==> src/rtl/core/ket_pkg.sv <==
// ket_pkg: shared types and constants for the keyed entry table
// request and status codes, field widths and the result struct
// no dependencies
`timescale 1ns / 1ps

package ket_pkg;

  localparam int KEY_W     = 32;
  localparam int CNT_W     = 6;
  localparam int NAME_MAX  = 64;
  localparam int REQ_W     = 2;
  localparam int STATUS_W  = 3;

  typedef enum logic [REQ_W-1:0] {
    REQ_ADD = 2'd0,
    REQ_DEL = 2'd1,
    REQ_GET = 2'd2,
    REQ_UPD = 2'd3
  } req_e;

  typedef enum logic [STATUS_W-1:0] {
    ST_OK      = 3'd0,
    ST_FULL    = 3'd1,
    ST_DUP     = 3'd2,
    ST_MISSING = 3'd3,
    ST_SAME    = 3'd4
  } status_e;

  typedef struct packed {
    status_e              status;
    logic [KEY_W-1:0]     key;
    logic [NAME_MAX-1:0]  name;
    logic [CNT_W-1:0]     count;
  } res_t;

endpackage

==> src/rtl/core/ket_ram.sv <==
// ket_ram: generic single-write, single-read ram with registered read data
// used for the entry store of the keyed entry table
// no dependencies
`timescale 1ns / 1ps

module ket_ram #(
  parameter int  WIDTH = 96,
  parameter int  DEPTH = 32,
  localparam int AddrW = (DEPTH > 1) ? $clog2(DEPTH) : 1
) (
  input  logic             clk_i,
  input  logic             we_i,
  input  logic [AddrW-1:0] waddr_i,
  input  logic [WIDTH-1:0] wdata_i,
  input  logic [AddrW-1:0] raddr_i,
  output logic [WIDTH-1:0] rdata_o
);

  logic [WIDTH-1:0] mem_q [DEPTH];
  logic [WIDTH-1:0] rdata_q;

  always_ff @(posedge clk_i) begin
    if (we_i) begin
      mem_q[waddr_i] <= wdata_i;
    end
    rdata_q <= mem_q[raddr_i];
  end

  assign rdata_o = rdata_q;

endmodule

==> src/rtl/core/ket_ctrl.sv <==
// ket_ctrl: request sequencer of the keyed entry table
// walks the entry ram one entry a cycle through a single key comparator
// depends on ket_pkg and ket_ram
`timescale 1ns / 1ps

module ket_ctrl #(
  parameter int DEPTH     = 32,
  parameter int NAME_BITS = 64
) (
  input  logic                      clk_i,
  input  logic                      rst_ni,
  input  logic                      req_valid_i,
  output logic                      req_ready_o,
  input  ket_pkg::req_e             req_type_i,
  input  logic [ket_pkg::KEY_W-1:0] key_i,
  input  logic [ket_pkg::KEY_W-1:0] new_key_i,
  input  logic [NAME_BITS-1:0]      name_i,
  input  logic [ket_pkg::CNT_W-1:0] capacity_i,
  input  logic                      res_free_i,
  output logic                      res_valid_o,
  output ket_pkg::res_t             res_o
);

  localparam int AddrW = (DEPTH > 1) ? $clog2(DEPTH) : 1;
  localparam int EntW  = ket_pkg::KEY_W + NAME_BITS;
  localparam int CW    = ket_pkg::CNT_W;
  localparam int KW    = ket_pkg::KEY_W;

  localparam logic [1:0] S_IDLE  = 2'd0;
  localparam logic [1:0] S_SCAN  = 2'd1;
  localparam logic [1:0] S_SHIFT = 2'd2;
  localparam logic [1:0] S_DONE  = 2'd3;

  logic [1:0]            state_q, state_d;
  ket_pkg::req_e         req_q, req_d;
  logic [KW-1:0]         key_q, key_d;
  logic [KW-1:0]         nkey_q, nkey_d;
  logic [NAME_BITS-1:0]  name_q, name_d;
  logic [CW-1:0]         count_q, count_d;
  logic [CW-1:0]         idx_q, idx_d;
  logic [CW-1:0]         ridx_q, ridx_d;
  logic                  rv_q, rv_d;
  logic                  hit_q, hit_d;
  ket_pkg::status_e      st_q, st_d;
  logic [KW-1:0]         fkey_q, fkey_d;
  logic [NAME_BITS-1:0]  fname_q, fname_d;

  logic                  wr_en;
  logic [AddrW-1:0]      wr_addr;
  logic [EntW-1:0]       wr_data;
  logic [EntW-1:0]       rd_data;
  logic [KW-1:0]         rd_key;
  logic [NAME_BITS-1:0]  rd_name;
  logic                  issue;
  logic                  match;
  logic                  drained;

  ket_ram #(
    .WIDTH (EntW),
    .DEPTH (DEPTH)
  ) u_store (
    .clk_i   (clk_i),
    .we_i    (wr_en),
    .waddr_i (wr_addr),
    .wdata_i (wr_data),
    .raddr_i (AddrW'(idx_q)),
    .rdata_o (rd_data)
  );

  assign rd_key  = rd_data[NAME_BITS +: KW];
  assign rd_name = rd_data[NAME_BITS-1:0];

  // the one shared comparator: stored key of the word read last cycle
  assign match   = rv_q && (rd_key == key_q);
  assign issue   = (idx_q < count_q);
  assign drained = !rv_q && !issue;

  assign req_ready_o = (state_q == S_IDLE);
  assign res_valid_o = (state_q == S_DONE) && res_free_i;

  always_comb begin
    res_o.status = st_q;
    res_o.key    = fkey_q;
    res_o.name   = ket_pkg::NAME_MAX'(fname_q);
    res_o.count  = count_q;
  end

  always_comb begin
    state_d = state_q;
    req_d   = req_q;
    key_d   = key_q;
    nkey_d  = nkey_q;
    name_d  = name_q;
    count_d = count_q;
    idx_d   = idx_q;
    ridx_d  = ridx_q;
    rv_d    = 1'b0;
    hit_d   = hit_q;
    st_d    = st_q;
    fkey_d  = fkey_q;
    fname_d = fname_q;
    wr_en   = 1'b0;
    wr_addr = AddrW'(count_q);
    wr_data = {key_q, name_q};

    unique case (state_q)
      S_IDLE: begin
        if (req_valid_i) begin
          req_d   = req_type_i;
          key_d   = key_i;
          nkey_d  = new_key_i;
          name_d  = name_i;
          idx_d   = '0;
          hit_d   = 1'b0;
          fkey_d  = '0;
          fname_d = '0;
          st_d    = ket_pkg::ST_OK;
          if (req_type_i == ket_pkg::REQ_ADD && count_q >= capacity_i) begin
            st_d    = ket_pkg::ST_FULL;
            state_d = S_DONE;
          end else begin
            state_d = S_SCAN;
          end
        end
      end

      S_SCAN: begin
        if (issue) begin
          idx_d  = idx_q + 1'b1;
          ridx_d = idx_q;
          rv_d   = 1'b1;
        end
        if (match) begin
          unique case (req_q)
            ket_pkg::REQ_ADD: begin
              st_d    = ket_pkg::ST_DUP;
              rv_d    = 1'b0;
              state_d = S_DONE;
            end
            ket_pkg::REQ_DEL: begin
              // the read issued this cycle is the first word to move down
              state_d = S_SHIFT;
            end
            ket_pkg::REQ_GET: begin
              fkey_d  = rd_key;
              fname_d = rd_name;
              rv_d    = 1'b0;
              state_d = S_DONE;
            end
            ket_pkg::REQ_UPD: begin
              if (nkey_q == key_q) begin
                st_d    = ket_pkg::ST_SAME;
                rv_d    = 1'b0;
                state_d = S_DONE;
              end else begin
                wr_en   = 1'b1;
                wr_addr = AddrW'(ridx_q);
                wr_data = {nkey_q, name_q};
                hit_d   = 1'b1;
              end
            end
            default: begin
              state_d = S_DONE;
            end
          endcase
        end else if (drained) begin
          state_d = S_DONE;
          unique case (req_q)
            ket_pkg::REQ_ADD: begin
              wr_en   = 1'b1;
              wr_addr = AddrW'(count_q);
              wr_data = {key_q, name_q};
              count_d = count_q + 1'b1;
            end
            ket_pkg::REQ_UPD: begin
              st_d = hit_q ? ket_pkg::ST_OK : ket_pkg::ST_MISSING;
            end
            default: begin
              st_d = ket_pkg::ST_MISSING;
            end
          endcase
        end
      end

      S_SHIFT: begin
        if (issue) begin
          idx_d  = idx_q + 1'b1;
          ridx_d = idx_q;
          rv_d   = 1'b1;
        end
        if (rv_q) begin
          wr_en   = 1'b1;
          wr_addr = AddrW'(ridx_q - 1'b1);
          wr_data = rd_data;
        end
        if (drained) begin
          count_d = count_q - 1'b1;
          state_d = S_DONE;
        end
      end

      S_DONE: begin
        if (res_free_i) begin
          state_d = S_IDLE;
        end
      end

      default: begin
        state_d = S_IDLE;
      end
    endcase
  end

  always_ff @(posedge clk_i or negedge rst_ni) begin
    if (!rst_ni) begin
      state_q <= S_IDLE;
      count_q <= '0;
      idx_q   <= '0;
      ridx_q  <= '0;
      rv_q    <= 1'b0;
      hit_q   <= 1'b0;
      st_q    <= ket_pkg::ST_OK;
      req_q   <= ket_pkg::REQ_ADD;
    end else begin
      state_q <= state_d;
      count_q <= count_d;
      idx_q   <= idx_d;
      ridx_q  <= ridx_d;
      rv_q    <= rv_d;
      hit_q   <= hit_d;
      st_q    <= st_d;
      req_q   <= req_d;
    end
  end

  always_ff @(posedge clk_i) begin
    key_q   <= key_d;
    nkey_q  <= nkey_d;
    name_q  <= name_d;
    fkey_q  <= fkey_d;
    fname_q <= fname_d;
  end

endmodule

==> src/rtl/core/keyed_entry_table_top.sv <==
// keyed_entry_table_top: keyed entry table with stream ports and a capacity register
// holds the capacity register and the output word register
// depends on ket_pkg, ket_ctrl and ket_ram
`timescale 1ns / 1ps

// Keyed entry table: up to DEPTH entries of an unsigned 32-bit key and a packed
// name, kept in insertion order. Each request word on the s_axis channel
// (add, delete, get or update by key) yields exactly one result word on the
// m_axis channel with a status, the key and name found by a get, and the
// entry count after the request.
// The capacity register is written via cfg_we_i / cfg_wdata_i, by the user only
// while the table is idle (the block does not enforce this); values above
// min(DEPTH, 63) saturate to that value. The sequencer walks the stored
// entries one per cycle through a single ram read port and one key
// comparator; a get or a duplicate add stops at the first match, a delete
// moves the following entries down one per cycle, and an add to a full
// table skips the walk.
// s_axis_tready is low while a request is being worked on.
// The result sits in an output register: the next request is taken while a
// result still waits, and a stalled receiver holds the sequencer only when
// a second result is ready. Reset empties the table and sets capacity to
// the smaller of 32 and DEPTH; no clearing pass is needed.

module keyed_entry_table_top #(
  parameter int DEPTH     = 32,
  parameter int NAME_BITS = 64
) (
  input  logic         clk_i,
  input  logic         rst_ni,
  input  logic         s_axis_tvalid,
  output logic         s_axis_tready,
  // req_type[1:0], key[33:2], new_key[65:34], entry_name[129:66], zero pad
  input  logic [135:0] s_axis_tdata,
  output logic         m_axis_tvalid,
  input  logic         m_axis_tready,
  // status[2:0], found_key[34:3], found_name[98:35], entry_count[104:99], zero pad
  output logic [111:0] m_axis_tdata,
  input  logic         cfg_we_i,
  input  logic [5:0]   cfg_wdata_i
);

  localparam int CW = ket_pkg::CNT_W;
  localparam int CapMax = (DEPTH > 63) ? 63 : DEPTH;
  localparam int CapRst = (DEPTH > 32) ? 32 : DEPTH;

  logic [CW-1:0]  cap_q;
  logic           mvalid_q;
  ket_pkg::res_t  mres_q;
  ket_pkg::res_t  res;
  logic           res_valid;
  logic           res_free;

  always_ff @(posedge clk_i or negedge rst_ni) begin
    if (!rst_ni) begin
      cap_q <= CW'(CapRst);
    end else if (cfg_we_i) begin
      cap_q <= (cfg_wdata_i > CW'(CapMax)) ? CW'(CapMax) : cfg_wdata_i;
    end
  end

  assign res_free = !mvalid_q || m_axis_tready;

  ket_ctrl #(
    .DEPTH     (DEPTH),
    .NAME_BITS (NAME_BITS)
  ) u_ctrl (
    .clk_i       (clk_i),
    .rst_ni      (rst_ni),
    .req_valid_i (s_axis_tvalid),
    .req_ready_o (s_axis_tready),
    .req_type_i  (ket_pkg::req_e'(s_axis_tdata[1:0])),
    .key_i       (s_axis_tdata[33:2]),
    .new_key_i   (s_axis_tdata[65:34]),
    .name_i      (s_axis_tdata[66 +: NAME_BITS]),
    .capacity_i  (cap_q),
    .res_free_i  (res_free),
    .res_valid_o (res_valid),
    .res_o       (res)
  );

  always_ff @(posedge clk_i or negedge rst_ni) begin
    if (!rst_ni) begin
      mvalid_q <= 1'b0;
    end else if (res_valid) begin
      mvalid_q <= 1'b1;
    end else if (m_axis_tready) begin
      mvalid_q <= 1'b0;
    end
  end

  always_ff @(posedge clk_i) begin
    if (res_valid) begin
      mres_q <= res;
    end
  end

  assign m_axis_tvalid = mvalid_q;
  assign m_axis_tdata  = {7'd0, mres_q.count, mres_q.name, mres_q.key, mres_q.status};

endmodule
==> config.mk <==
export PLATFORM = sky130hd
export DESIGN_NAME = keyed_entry_table_top
export DESIGN_NICKNAME = d
export VERILOG_FILES = /design/src/rtl/core/ket_pkg.sv /design/src/rtl/core/ket_ram.sv /design/src/rtl/core/ket_ctrl.sv /design/src/rtl/core/keyed_entry_table_top.sv
export SDC_FILE = /design/constraint.sdc
export NUM_CORES = 2
export LEC_CHECK = 0
export BUFFER_PORTS_ARGS = -buffer_cell sky130_fd_sc_hd__buf_2
export CAP_MARGIN = 20
export CORE_AREA = 2 2 877 442
export CTS_BUF_LIST = sky130_fd_sc_hd__clkbuf_16
export DETAILED_ROUTE_END_ITERATION = 10
export DIE_AREA = 0 0 879 444
export GPL_TIMING_DRIVEN = 1
export HOLD_SLACK_MARGIN = 0.05
export PLACE_DENSITY = 0.5
export RECOVER_POWER = 25
export SYNTH_ARGS = -nofsm -noshare
export SYNTH_HDL_FRONTEND = slang
export SYNTH_SLANG_ARGS = --single-unit
==> constraint.sdc <==
create_clock -name clk_i -period 9 [get_ports clk_i]
set_input_delay 0 -clock clk_i [delete_from_list [all_inputs] [get_ports clk_i]]
set_output_delay 0 -clock clk_i [all_outputs]
set_load 0.005 [all_outputs]
Yosys cells after proc, flatten, opt, wreduce, memory -nomap -nowiden --
Memory sizes are Yosys's and may differ from the RTL's. A register that Yosys moved wholly into a read port is not among the register bits. Index checks and enable logic that the tools add are counted.
Cells by class: eq/ne operators 23, multiplexer cells 65, reductions and logical operators 25, $lt $le $gt $ge 3, add/subtract/negate cells 4
Operators by type and width (count):
- 2-to-1 mux 96 bit | 4
- 2-to-1 mux 64 bit | 3
- one-hot mux 96 bit (2 select lines) | 1
- one-hot mux 64 bit (2 select lines) | 1
- 2-to-1 mux 32 bit | 3
- equality test 32 bit | 2
- one-hot mux 32 bit (2 select lines) | 1
- 2-to-1 mux 6 bit | 7
- one-hot mux 6 bit (2 select lines) | 2
- 2-to-1 mux 5 bit | 4
- 2-to-1 mux 1 bit | 18
- one-hot mux 3 bit (2 select lines) | 3
- 2-to-1 mux 2 bit | 7
- adder 6 x 1 -> 6 bit, second input constant | 2
- 2-to-1 mux 3 bit | 4
- != test 2 bit, second input constant | 6
- != test 2 x 1 -> 1 bit, second input constant | 5
- one-hot mux 5 bit (2 select lines) | 1
- AND reduction 5 bit | 2
- equality test 2 bit, second input constant | 4
- != test 4 bit, second input constant | 2
- one-hot mux 1 bit (2 select lines) | 4
- one-hot mux 2 bit (4 select lines) | 1
- nonzero test 2 bit | 4
- 18 further kinds | 29
Storage, ports and cells: bits in writable memories 3072, input bits 147, word-level logic and storage cells 140, memories 1, flip-flop bits (word level) 362, output and inout bits 114
Memories:
- u_ctrl.u_store.mem_q | depth 32, width 96, read ports 1, clocked after Yosys merged registers in 1, write ports 1, RTL line ket_ram.sv:19 | logic [WIDTH-1:0] mem_q [DEPTH];

Logic depth before layout (Yosys ltp) --
depth in word-level cells 8, gate-level depth with buffers 10, mapped depth without buffers 10

Hierarchy --
From an unflattened synthesis, not the netlist that was laid out.
Second synthesis, totals: cell total of the unflattened synthesis 6640, area total of the unflattened synthesis 133837.1 µm²
By module, submodules not included:
- ket_ram | seq. area each 94170.3 µm², area an instance 118492.4 µm², cells an instance 5604, times used 1
- ket_ctrl | seq. area each 7377.1 µm², area an instance 11842.6 µm², cells an instance 897, times used 1
- keyed_entry_table_top | seq. area each 3329.4 µm², area an instance 3502.1 µm², cells an instance 139, times used 1

Least setup slack after synthesis --
OpenSTA, ideal clock, no wires.
path type register to register, start reg u_ctrl.key_q[23], end reg u_ctrl.fkey_q[0] (enable), slack 2195 ps, stages on the path, launching flop included 8, library setup time 582 ps, path buffers 1, required time 8418 ps, arrival 6223 ps, period minus slack after synthesis 6805 ps, cells stage by stage edfxtp_1 > xor2_1 > nor4_1 > nand4_1 > nor4_2 > buf_4 > nand2_1 > a21oi_1
On the way: cells in the longest elaborated chain, start to end 4
Ends and longest elaborated chain:
- start, declared | RTL line ket_ctrl.sv:36 | logic [KW-1:0] key_q, key_d;
- start signal, assigned | RTL line ket_ctrl.sv:237 | key_q <= key_d;
- equality test 32 bit | RTL line ket_ctrl.sv:74 | assign match = rv_q && (rd_key == key_q);
- logical AND 1 bit | RTL line ket_ctrl.sv:74
- != test 2 x 1 -> 1 bit (no source line)
- AND reduction 4 bit (no source line)
- end signal, assigned | RTL line ket_ctrl.sv:240 | fkey_q <= fkey_d;
- end, declared | RTL line ket_ctrl.sv:45 | logic [KW-1:0] fkey_q, fkey_d;
No other way between the ends. A chain may end at the register's enable or synchronous reset.

==> results.sh <==
export IMPL_antenna_found_initial=16
export IMPL_nets=6535
export IMPL_grt_pass1_wl_mm=510.0
export IMPL_cts_root_buffer="clkbuf_16"
export IMPL_met3_usage=0.03500
export IMPL_fmax_mhz=132.9
export IMPL_whs_path_depth=5
export IMPL_fin_crit_ps=7522
export IMPL_worstSkewPairLatency_ps=920
export IMPL_path_class="reg2reg"
export IMPL_hold_viol=0
export IMPL_power_net_switching_mw=15.68
export IMPL_grt_use_total=0.1846
export IMPL_syn_inst=5591
export IMPL_routed_via_count=62807
export IMPL_avgViaCountPerCell=5.336
export IMPL_cts_path_max_buffers=4
export IMPL_first_iter_violations=7397
export IMPL_leakagePower_nw=48.63
export IMPL_drive_gt1_frac=0.2900
export IMPL_synth_cell_types=59
export IMPL_finalCritPeriodShare=0.8357
export IMPL_pwr_share_seq=0.448
export IMPL_synth_seq_cells=3530
export IMPL_path_max_fanout=131
export IMPL_synthTopCellsByArea="edfxtp_1 77%, mux4_2 16%, dfxtp_1 1.4%"
export IMPL_yosys_area_top_type="edfxtp_1"
export IMPL_cts_htree_levels=5
export IMPL_synth_top_area_frac=0.7654
export IMPL_drtAntennaViolNets=0
export IMPL_drt_wl_total_mm=367.1
export IMPL_powerDensity_nw_per_um2=333.5
export IMPL_cts_sinks=3530
export IMPL_maxSlewHeadroom=-1.916
export IMPL_end_kind="flop"
export IMPL_r2r_slack_ps=1480
export IMPL_first_pass_iters=6
export IMPL_violations="max-capacitance violations, max-slew violations"
export IMPL_rr_startpoint="u_ctrl.idx_q[1]"
export IMPL_switching_share=0.3016
export IMPL_cpMaxStageDelayCell="clkbuf_2"
export IMPL_synth_most_common_cell="edfxtp_1"
export IMPL_startpoint="u_ctrl.idx_q[1]"
export IMPL_p_int_mw=36.31
export IMPL_path_common_cell="mux4_2"
export IMPL_grt_busiest_layer="met2"
export IMPL_io_buffers=247
export IMPL_start_util=0.3484
export IMPL_die_x_um=879
export IMPL_slew_viol_final=938
export IMPL_irDropWorstVdd_uv=388.4
export IMPL_ys_warn_count=0
export IMPL_reg2reg_depth=5
export IMPL_dp_cells=10842
export IMPL_synth_seq_area_share=0.7860
export IMPL_cts_tree="built"
export IMPL_skew_ps=48.16
export IMPL_syn_cell_area_um2=133400
export IMPL_timing_setup_tns_ps=0
export IMPL_required_ps=9800
export IMPL_grt_pass1_vias=64461
export IMPL_die_area_um2=390300
export IMPL_hp_start="s_axis_tvalid"
export IMPL_gr_total_overflow=0
export IMPL_rows=161
export IMPL_grt_start_max_net_pins=139
export IMPL_die_y_um=444
export IMPL_holdPathEnd="u_ctrl.hit_q"
export IMPL_synth_edf_count=3401
export IMPL_r2r_end="u_ctrl.u_store.rdata_o[35]"
export IMPL_drc_errors=0
export IMPL_hp_class="in2reg"
export IMPL_setup_violations=0
export IMPL_ios=261
export IMPL_layout_cells_non_filler=11770
export IMPL_syn_avg_cell_area_um2=23.86
export IMPL_use_met2=0.2882
export IMPL_max_stage_delay_ps=2940
export IMPL_final_area_um2=155900
export IMPL_synthTopCellsByCount="3401 x edfxtp_1, 960 x mux4_2, 190 x clkbuf_1, 103 x mux2_2, 99 x and2_1"
export IMPL_cts_resized=0
export IMPL_comb_power_share=0.282
export IMPL_status="finished with violations"
export IMPL_clk_pin_slew_ps=70
export IMPL_wl_per_cell_um=31.19
export IMPL_synthArstFlopShare=0.009348
export IMPL_cts_made_buffers=335
export IMPL_crit_arrival_ps=8320
export IMPL_synth_main_ff_cell="edfxtp_1"
export IMPL_crit_chain="buf_4, clkbuf_2, mux4_2, mux4_2, mux2_2"
export IMPL_area_delta_synth_final_pct=16.83
export IMPL_tightest_slew_ps=4374
export IMPL_rsz0062_at_grt="no"
export IMPL_clkPwrFrac=0.271
export IMPL_core_area_um2=382900
export IMPL_gr_usage_met1=0.2695
export IMPL_place_gp_congestion=0.7689
export IMPL_startpoint_type="flop"
export IMPL_dpl_cell_area_um2=142200
export IMPL_dp_final_hpwl_mm=175.0
export IMPL_drv_cap=17
export IMPL_total_power_mw=51.99
## kinds of logic (layout without fill, tap and decap cells)
| group | after synthesis | in the layout | synth area share |
|---|---|---|---|
| xor+xnor | 77 | 77 | 0.005054 |
| flops | 3530 | 3530 | 0.7860 |
| simple gates | 268 | 268 | 0.01078 |
| other cells | 1 | 11 | 0.00002811 |
| fa+ha+maj | 26 | 26 | 0.002494 |
| mux | 1070 | 1070 | 0.1713 |
| buf+inv | 354 | 1389 | 0.01034 |
| compound gates | 265 | 265 | 0.01401 |
## how the worst max path moves through the flow
stage,end,slack (ps),cells after the start
after floorplan,u_ctrl.fkey_q[0],2190,7
after global placement,u_ctrl.u_store.mem_q[11][31],3000,9
after detailed placement,u_ctrl.u_store.mem_q[19][0],3130,10
after CTS,u_ctrl.u_store.mem_q[27][24],3090,9
after global routing,u_ctrl.u_store.rdata_o[35],1330,5
final,u_ctrl.u_store.rdata_o[35],1480,5
## cells in the final DEF, fill, tap and decap left out, drive strengths merged, types with 4 or more instances in the layout
| master | instances |
|---|---|
| nor2 | 47 |
| xor2 | 33 |
| nand3b | 6 |
| edfxtp | 3401 |
| inv | 135 |
| a22oi | 68 |
| nand2b | 5 |
| mux2i | 7 |
| mux4 | 960 |
| nand4 | 12 |
| bufinv | 30 |
| nor4 | 9 |
| nand2 | 62 |
| mux2 | 103 |
| buf | 341 |
| dlygate4sd3 | 295 |
| a21oi | 14 |
| o221ai | 5 |
| a21o | 6 |
| clkbuf | 432 |
| diode | 4 |
| o21ai | 81 |
| xnor2 | 44 |
| a22o | 65 |
| ha | 25 |
| dfxtp | 96 |
| and2 | 99 |
| clkinv | 147 |
| o22ai | 4 |
| dfrtp | 32 |
| clkinvlp | 9 |
| conb | 7 |
| nand3 | 16 |
## layout make-up
cell class / count / area [um2]
Timing Repair Buffer: 721 / 6077
Clock buffer: 347 / 8683
Multi-Input combinational cell: 1713 / 27550
Sequential cell: 3530 / 104900
Antenna cell: 4 / 10.01
Clock inverter: 260 / 2024
Tap cell: 5134 / 6424
Inverter: 61 / 230.2
Fill cell: 33217 / 227100
## stage by stage
step                  util  setup slack [ps]  hold slack [ps]
finish              0.4071              1478            149.3
global route        0.4071              1328            142.3
floorplan                -              2195           -295.6
global placement    0.3709              2999            137.6
CTS                 0.4071              3089            102.8
detailed placement  0.3713              3135            151.5
## flip-flops by register name, summed over array words and instances, names as in the netlist, 5 cells and up
register and cells:
u_ctrl.fname_q 64, u_ctrl.count_q 6, u_ctrl.ridx_q 5, u_ctrl.idx_q 6, m_axis_tdata 105, cap_q 6, u_ctrl.u_store.mem_q 3072, u_ctrl.u_store.rdata_o 96
u_ctrl.name_q 64, u_ctrl.nkey_q 32, u_ctrl.fkey_q 32, u_ctrl.key_q 32
## power groups by stage
stage	combinational, mW	sequential (mW)	clock, mW
after floorplan	9.42	23.1	0
after global placement	13.9	23.6	0
after detailed placement	14.3	23.6	0
after CTS	14.5	23.3	14.4
after global routing	15.8	23.4	15.0
final	14.6	23.3	14.1
## worst max-delay path: cells and delay by family, from the launching register on
| kind | cells | cell delay (ps) |
|---|---|---|
| buffers and inverters | 2 | 3850 |
| DFF | 1 | 1870 |
| muxes | 3 | 1340 |
## routing by layer
metal  wire (um)  up-vias
met5           0        -
met4        9244        0
met3       24240      479
met2      170500     2220
met1      163100    34711
li1            -    25397
## repair_timing
action,in CTS,in global routing
hold buffers,296,0
setup endpoints to repair,0,0
buffers inserted,0,0
hold endpoints to repair,218,0
Note: power is estimated with default switching activity, not from simulation.
